File: src/hdl/mti_mean_clutter_removal_unit_macros.svh
// Assertion macros shared by the clutter removal unit.
// Every macro expects signals named clk and arst_n in the enclosing module.
`ifndef MTI_MEAN_CLUTTER_REMOVAL_UNIT_MACROS_SVH
`define MTI_MEAN_CLUTTER_REMOVAL_UNIT_MACROS_SVH

// Consequent checked in the same cycle as the antecedent.
`define MCRU_ASSERT_IMPL(name, ante, cons, msg) \
	name: assert property (@(posedge clk) disable iff (!arst_n) (ante) |-> (cons)) \
	else $error(msg);

// Consequent checked in the cycle after the antecedent.
`define MCRU_ASSERT_NEXT(name, ante, cons, msg) \
	name: assert property (@(posedge clk) disable iff (!arst_n) (ante) |=> (cons)) \
	else $error(msg);

`endif

File: src/hdl/mcru_pkg.sv
// Shared types and constants of the clutter removal unit.
// No dependencies; imported by mcru_hist, mcru_mean_div and the top module.
`default_nettype none

package mcru_pkg;

	localparam int SAMPLE_W  = 16;
	localparam int BIN_W     = 8;
	localparam int HIST_W    = 6;
	localparam int OUT_W     = 17;
	localparam int CFG_W     = 8;
	localparam int CFG_IDX_W = 2;

	// Register indexes of the configuration port.
	localparam logic [CFG_IDX_W-1:0] REG_WIN_FIRST = 2'd0;
	localparam logic [CFG_IDX_W-1:0] REG_WIN_LAST  = 2'd1;
	localparam logic [CFG_IDX_W-1:0] REG_HIST_LEN  = 2'd2;

	localparam logic [BIN_W-1:0] WIN_FIRST_RST = 8'd0;
	localparam logic [BIN_W-1:0] WIN_LAST_RST  = 8'd63;
	localparam int               HIST_RST      = 32;

	typedef struct packed {
		logic                       op;
		logic [BIN_W-1:0]           bin;
		logic signed [SAMPLE_W-1:0] re;
		logic signed [SAMPLE_W-1:0] im;
		logic                       in_win;
	} mcru_item_t;

	typedef struct packed {
		logic       valid;
		mcru_item_t item;
	} mcru_stage_t;

endpackage

`default_nettype wire

File: src/hdl/mcru_mean_div.sv
// Mean subtraction: divides the bin sums by the history length through a
// reciprocal multiply with one correction step. Depends on mcru_pkg and the macro header.
`default_nettype none
`include "mti_mean_clutter_removal_unit_macros.svh"

module mcru_mean_div #(
	parameter int SUM_W = 21
) (
	input  logic                            clk,
	input  logic                            arst_n,
	input  mcru_pkg::mcru_stage_t           req_s3,
	input  logic signed [SUM_W-1:0]         sum_s3 [2],
	input  logic [mcru_pkg::HIST_W-1:0]     h_eff,
	input  logic [SUM_W:0]                  recip,
	input  logic                            take,
	output mcru_pkg::mcru_stage_t           res,
	output logic signed [mcru_pkg::OUT_W-1:0] filt [2],
	output logic                            busy
);

	import mcru_pkg::*;

	logic       v_s4, v_s5, stall;
	mcru_item_t item_s4, item_s5;

	logic                    neg_s4 [2], neg_s5 [2];
	logic [SUM_W-1:0]        mag_s4 [2], mag_s5 [2];
	logic [SUM_W-1:0]        q0_s4 [2], q0_s5 [2];
	logic [SUM_W+HIST_W-1:0] qh_s5 [2];
	logic [SUM_W-1:0]        rem [2];

	assign stall     = v_s5 && !take;
	assign busy      = v_s4 || stall;
	assign res.valid = v_s5;
	assign res.item  = item_s5;

	for (genvar l = 0; l < 2; l++) begin : g_lane
		logic                       neg, corr;
		logic [SUM_W-1:0]           mag, q;
		logic [2*SUM_W:0]           prod;
		logic signed [OUT_W-1:0]    qs, mean, smp;

		assign neg  = sum_s3[l][SUM_W-1];
		assign mag  = neg ? $unsigned(SUM_W'(-sum_s3[l])) : $unsigned(sum_s3[l]);
		assign prod = mag * recip;

		// The estimate is never high and at most one below the true quotient.
		assign rem[l] = mag_s5[l] - qh_s5[l][SUM_W-1:0];
		assign corr   = rem[l] >= SUM_W'(h_eff);
		assign q      = q0_s5[l] + SUM_W'(corr);
		assign qs     = $signed(OUT_W'(q));
		assign mean   = neg_s5[l] ? -qs : qs;
		assign smp    = (l == 0) ? OUT_W'($signed(item_s5.re)) : OUT_W'($signed(item_s5.im));
		assign filt[l] = smp - mean;

		always_ff @(posedge clk) begin
			neg_s4[l] <= neg;
			mag_s4[l] <= mag;
			q0_s4[l]  <= prod[2*SUM_W-1:SUM_W];
			if (!stall) begin
				neg_s5[l] <= neg_s4[l];
				mag_s5[l] <= mag_s4[l];
				q0_s5[l]  <= q0_s4[l];
				qh_s5[l]  <= q0_s4[l] * h_eff;
			end
		end
	end

	always_ff @(posedge clk or negedge arst_n) begin
		if (!arst_n) begin
			v_s4 <= 1'b0;
			v_s5 <= 1'b0;
		end else begin
			v_s4 <= req_s3.valid;
			if (!stall) begin
				v_s5 <= v_s4;
			end
		end
	end

	always_ff @(posedge clk) begin
		item_s4 <= req_s3.item;
		if (!stall) begin
			item_s5 <= item_s4;
		end
	end

	`MCRU_ASSERT_IMPL(a_rem_bound, v_s5, (rem[0] < SUM_W'({h_eff, 1'b0})) && (rem[1] < SUM_W'({h_eff, 1'b0})), "quotient estimate off by more than one")
	`MCRU_ASSERT_NEXT(a_stall_hold, stall, v_s5 && $stable(item_s5) && $stable(q0_s5[0]), "stalled result changed")
	`MCRU_ASSERT_IMPL(a_single_stage, 1'b1, $onehot0({v_s4, v_s5}), "two requests in the divide pipeline")

endmodule

`default_nettype wire

File: config.mk
export PLATFORM = sky130hd
export DESIGN_NAME = mcru_mean_div
export DESIGN_NICKNAME = d
export VERILOG_FILES = /design/src/hdl/mcru_pkg.sv /design/src/hdl/mcru_mean_div.sv
export VERILOG_INCLUDE_DIRS = /design/src /design/src/hdl
export SDC_FILE = /design/constraint.sdc
export NUM_CORES = 2
export LEC_CHECK = 0
export BUFFER_PORTS_ARGS = -buffer_cell sky130_fd_sc_hd__buf_2
export CORE_MARGIN = 3
export CORE_UTILIZATION = 40
export CTS_CLUSTER_DIAMETER = 60
export CTS_CLUSTER_SIZE = 10
export DETAILED_ROUTE_END_ITERATION = 12
export PLACE_DENSITY = 0.52
export SLEW_MARGIN = 20
export SYNTH_ARGS = -nofsm -noshare
export SYNTH_HDL_FRONTEND = slang
export SYNTH_SLANG_ARGS = --single-unit
File: constraint.sdc
create_clock -name clk -period 14.4 [get_ports clk]
set_clock_uncertainty 0.2 [all_clocks]
set_input_delay 1.44 -clock clk [delete_from_list [all_inputs] [get_ports clk]]
set_output_delay 1.44 -clock clk [all_outputs]
set_load 0.03 [all_outputs]
Yosys cells after proc, flatten, opt, wreduce, memory -nomap -nowiden
Memory sizes are Yosys's and may differ from the RTL's.
Cells that the tools add are included.
{ "classes": {"addsub": 10, "mul": 4, "n_div": 0, "magnitude_cmp": 2, "eq_ne": 0, "n_shift": 0, "mux": 5, "bitwise": 0, "n_reduce_logical": 3} }
{ "op_table": {"columns": ["op", "n"], "rows": [
  ["multiplier 21 x 22 -> 42 bit", 2],
  ["multiplier 21 x 6 -> 27 bit", 2],
  ["greater-or-equal comparator 21 x 6 -> 1 bit", 2],
  ["2-to-1 mux 21 bit", 2],
  ["negation 21 bit", 2],
  ["subtractor 21 bit", 2],
  ["adder 17 x 1 -> 17 bit", 2],
  ["2-to-1 mux 17 bit", 2],
  ["negation 17 bit", 2],
  ["subtractor 16 x 17 -> 17 bit", 2],
  ["logical AND 1 bit", 1],
  ["logical NOT 1 bit", 1],
  ["logical OR 1 bit", 1],
  ["2-to-1 mux 1 bit", 1]
]} }
{ "word_totals": {"reg_bits": 86, "latchBits": 0, "ram_bits": 226, "romBits": 0, "input_bits": 116, "output_inout_bits": 78, "wordCells": 43, "memories": 7} }
{ "mem_list": {"columns": ["memory", "words", "word_bits", "read_ports", "rd_ports_with_merged_regs", "write_ports", "line", "rtl"], "rows": [
  ["qh_s5", 2, 27, 2, 0, 2, "mcru_mean_div.sv:29", "logic [SUM_W+HIST_W-1:0] qh_s5 [2];"],
  ["mag_s4", 2, 21, 2, 0, 2, "mcru_mean_div.sv:27", "logic [SUM_W-1:0] mag_s4 [2], mag_s5 [2];"],
  ["mag_s5", 2, 21, 2, 0, 2, "mcru_mean_div.sv:27", null],
  ["q0_s4", 2, 21, 2, 0, 2, "mcru_mean_div.sv:28", "logic [SUM_W-1:0] q0_s4 [2], q0_s5 [2];"],
  ["q0_s5", 2, 21, 2, 0, 2, "mcru_mean_div.sv:28", null],
  ["neg_s4", 2, 1, 2, 0, 2, "mcru_mean_div.sv:26", "logic neg_s4 [2], neg_s5 [2];"],
  ["+1 memories", null, null, null, null, null, null, null]
]} }

Longest topological paths before layout
{ "logic_depth": {"word_depth": 6, "depth_mapped": 38, "ltp_nobuf": 38} }

Worst setup path after synthesis
No wires, ideal clock.
{ "synth_path": {"path_kind": "in2reg", "startpoint": "input port sum_s3[7] (netlist bit)", "endpoint": "memory q0_s4[1][19], in the netlist q0_s4[0][40]", "setup_time_ns": 0.123, "arrival_time_ns": 9.531, "required_ns": 14.077, "path_slack_ns": 4.546, "stages": 31, "path_buffers": 1, "path_cell_list": "or4_1 > nor4_1 > nand2_1 > or4_1 > o31a_1 > xor2_1 > clkbuf_1 > nand2_1 > fa_1 > fa_1 > inv_1 > fa_1 > fa_1 > fa_1 > fa_1 > inv_1 > fa_1 > inv_1 > ha_1 > o2111a_1 > and3_1 > o21ai_0 > nand4_1 > o21ai_2 > a211oi_2 > a31o_1 > a22o_1 > o41a_1 > a21o_1 > a41oi_2 > a21oi_1"} }
{ "synth_rtl": {"columns": ["item", "line", "rtl"], "rows": [
  ["start: declaration", "mcru_mean_div.sv:12", "input logic signed [SUM_W-1:0] sum_s3 [2],"],
  ["end: declaration", "mcru_mean_div.sv:28", null]
]} }

==> out/qor.txt <==
Unique masters post-synth -> 67
DRC Markers -> 0
cts hold-fix bufs -> 0
post-synth top area share -> 0.371
FMAX -> 0.0952 GHz
GPL Wtd Cong -> 0.846
Synth Instances -> 5113
Compound-Gate Fraction of Synth Area -> 0.0509
crit-path max cell delay -> 0.51 ns
Post-synth top cells -> inv_1, fa_1, nand2_1
first-pass GRT wire length -> 202 mm
Die W -> 351 µm
Seq/Total Area, Yosys -> 0.157
PortBufs -> 193
HP Start -> item_s4[0]
initial antenna violation count -> 5
fin nets -> 6623
gr ovfl total -> 0
routed len/inst -> 18.6 µm
Top cell by count, worst path -> ha_1
share of cells above drive strength 1 -> 0.0704
CP startpoint -> mag_s5[0][1]
fin util -> 0.441
crit path max fanout -> 3
# Post-CTS Setup Buffers -> 0
TritonCTS Buffers -> 42
top cell type by total area after synthesis -> fa_1
xor and xnor fraction of the mapped netlist area -> 0.0433
1st-iter DRT viols -> 1663
Die Ht -> 351 µm
routed vias -> 33.5k
synthesis warning total -> 0
Post-CTS Resized -> 0
Critical Path Slowest Stage Cell -> or4_1
io pins -> 194
period utilisation layout -> 0.729
vias per cell -> 4.96
mapped cell area -> 0.0477 mm²
pin count of the biggest net entering global routing -> 63
clk_lat worst skew -> 0.57 ns
final std cells w/o fill -> 6767
largest family of logic cells by synthesized area -> adder cells
# setup viols final -> 0
hold slack -> 0.194 ns
multiplexer area fraction after synthesis -> 0.00197
multi-input logic area -> 0.0359 mm²
kind of critical path -> flip-flop to output pin
dpl hpwl -> 93.2 mm
Hold Crit Class -> flip-flop to flip-flop
H-tree depth -> 2
final slew viol count -> 0
slew margin rel. -> 0.306
Layout Area Growth over Synthesis -> 9.12%
CP Launch Type -> flip-flop
Rows -> 126
Root Driver -> clkbuf_16
Synth Area in Adders -> 0.483
synth top area cells -> fa_1, ha_1, edfxtp_1
vias in the first global route -> 35.9k
Mapped Nets -> 6541
Initial Util -> 0.404
simple-gate area share of the yosys netlist -> 0.163
Clock transition at path regs -> 0.05 ns
Max-Cap Viols -> 0
clk sinks -> 292
Post-synth EDFFs -> 162
crit path time final -> 10.50 ns
outcome -> finished, final reports clean
r2r startpoint -> q0_s4[0][5]
most frequent cell after synthesis -> inv_1
WP data arrival -> 8.86 ns
Antenna Nets Post-Route -> 0
TritonCTS clock tree -> yes
Register Area -> 0.00748 mm²
Global Route Usage Sum -> 0.210
core region area -> 0.118 mm²
Slew @ Worst Pin -> 1.04 ns
final setup TNS -> 0 ns
first-pass iteration count of the detailed router -> 5
CTS Buffer Depth -> 3
Setup crit end kind -> output pin
CP Data Required Time -> 12.76 ns
unrepaired setup endpoints after global routing -> false
FF+latch count, synth -> 292
top_reg_cell synth -> edfxtp_1
Post-Place Cells -> 6687
wirelength, routed -> 126 mm
Async SR Flop Fraction -> 0.00685
die area -> 0.124 mm²
fillcell total -> 11.6k
Post-Syn Area per Cell -> 9.34 µm²
Final Hold Vio Count -> 0
[layer usage]
metal,global-route usage,vias up,part of all wire
li1,-,15600,-
met2,0.337,947,0.45
met1,0.295,16800,0.46
met5,0,-,0
met3,0.0369,162,0.066
met4,0.0502,0,0.023
[layout by cell type (no fill, tap or decap), drive strengths merged, types with 10 or more instances in the layout]
cell type | Yosys | layout
fa | 884 | 884
clkbuf | 218 | 64
o21bai | 12 | 12
a21o | 37 | 37
nand2b | 30 | 30
a21oi | 102 | 102
xor2 | 67 | 67
o21a | 21 | 21
o211ai | 13 | 13
o31ai | 17 | 17
buf | 1 | 257
dfxtp | 128 | 128
and2 | 468 | 468
ha | 428 | 428
nand3 | 43 | 43
or2 | 10 | 10
a21boi | 16 | 16
or3 | 14 | 14
nor3 | 45 | 45
edfxtp | 162 | 162
nand2 | 758 | 758
and3 | 17 | 17
nand4 | 17 | 17
a211oi | 17 | 17
nor2b | 49 | 49
nor2 | 115 | 115
o21ai | 89 | 89
xnor2 | 169 | 169
inv | 1064 | 1069
[metrics by stage]
stage | worst slack [ns] | instance area [µm²]
after CTS | 3.74 | 52100
after floorplan | 4.55 | 47700
after global placement | 3.76 | 50800
after detailed placement | 3.70 | 50800
final | 3.90 | 52100
after global routing | 3.04 | 52100
[path summary, 6_finish.rpt]
path,endpoint,slack [ns],depth (start not counted)
max in group asynchronous,v_s4,13.46,1
max reg2reg,qh_s5[0][19],9.05,19
max,filt[32],3.90,37
min in group asynchronous,v_s5,0.44,1
min,res[0],0.19,0
min reg2reg,res[0],0.19,0
[final cells by class]
| cell class | instances | share of cell area |
|---|---|---|
| Sequential cell | 292 | 0.144 |
| Multi-Input combinational cell | 3538 | 0.689 |
| Clock buffer | 64 | 0.0228 |
| Tap cell | 1536 | 0.0369 |
| Antenna cell | 3 | 0.000144 |
| Clock inverter | 13 | 0.00274 |
| Timing Repair Buffer | 257 | 0.0278 |
| Inverter | 1064 | 0.0767 |
[state kept, by name, indices dropped and copies added, names as in the netlist]
| name | flops |
|---|---|
| item_s4 | 42 |
| mag_s4 | 42 |
| mag_s5 | 42 |
| neg_s4 | 2 |
| neg_s5 | 2 |
| q0_s4 | 42 |
| q0_s5 | 34 |
| qh_s5 | 42 |
| res | 42 |
| v_s4 | 1 |
| v_s5 | 1 |
[cell families after synthesis]
logic type,count (synthesis)
xor gates and xnor gates,236
adders and majority gates,1312
AOI/OAI and AO/OA,377
DFF,292
and+or+nand+nor,1604
buffers and inverters,1283
muxes,9
[critical path, delay by kind of cell (launching register included)]
family	cells	cell delay (ns)
AO/OA/AOI/OAI	17	3.66
adder cells (fa/ha/maj)	6	1.51
AND/OR/NAND/NOR	9	1.89
flip-flops	1	0.44
multiplexers	1	0.28
XOR/XNOR	2	0.23
buffers and inverters	2	0.26
Power is left out: the tool's default activity adds up to more than one toggle a clock period on the data nets, which glitch-free logic cannot reach.
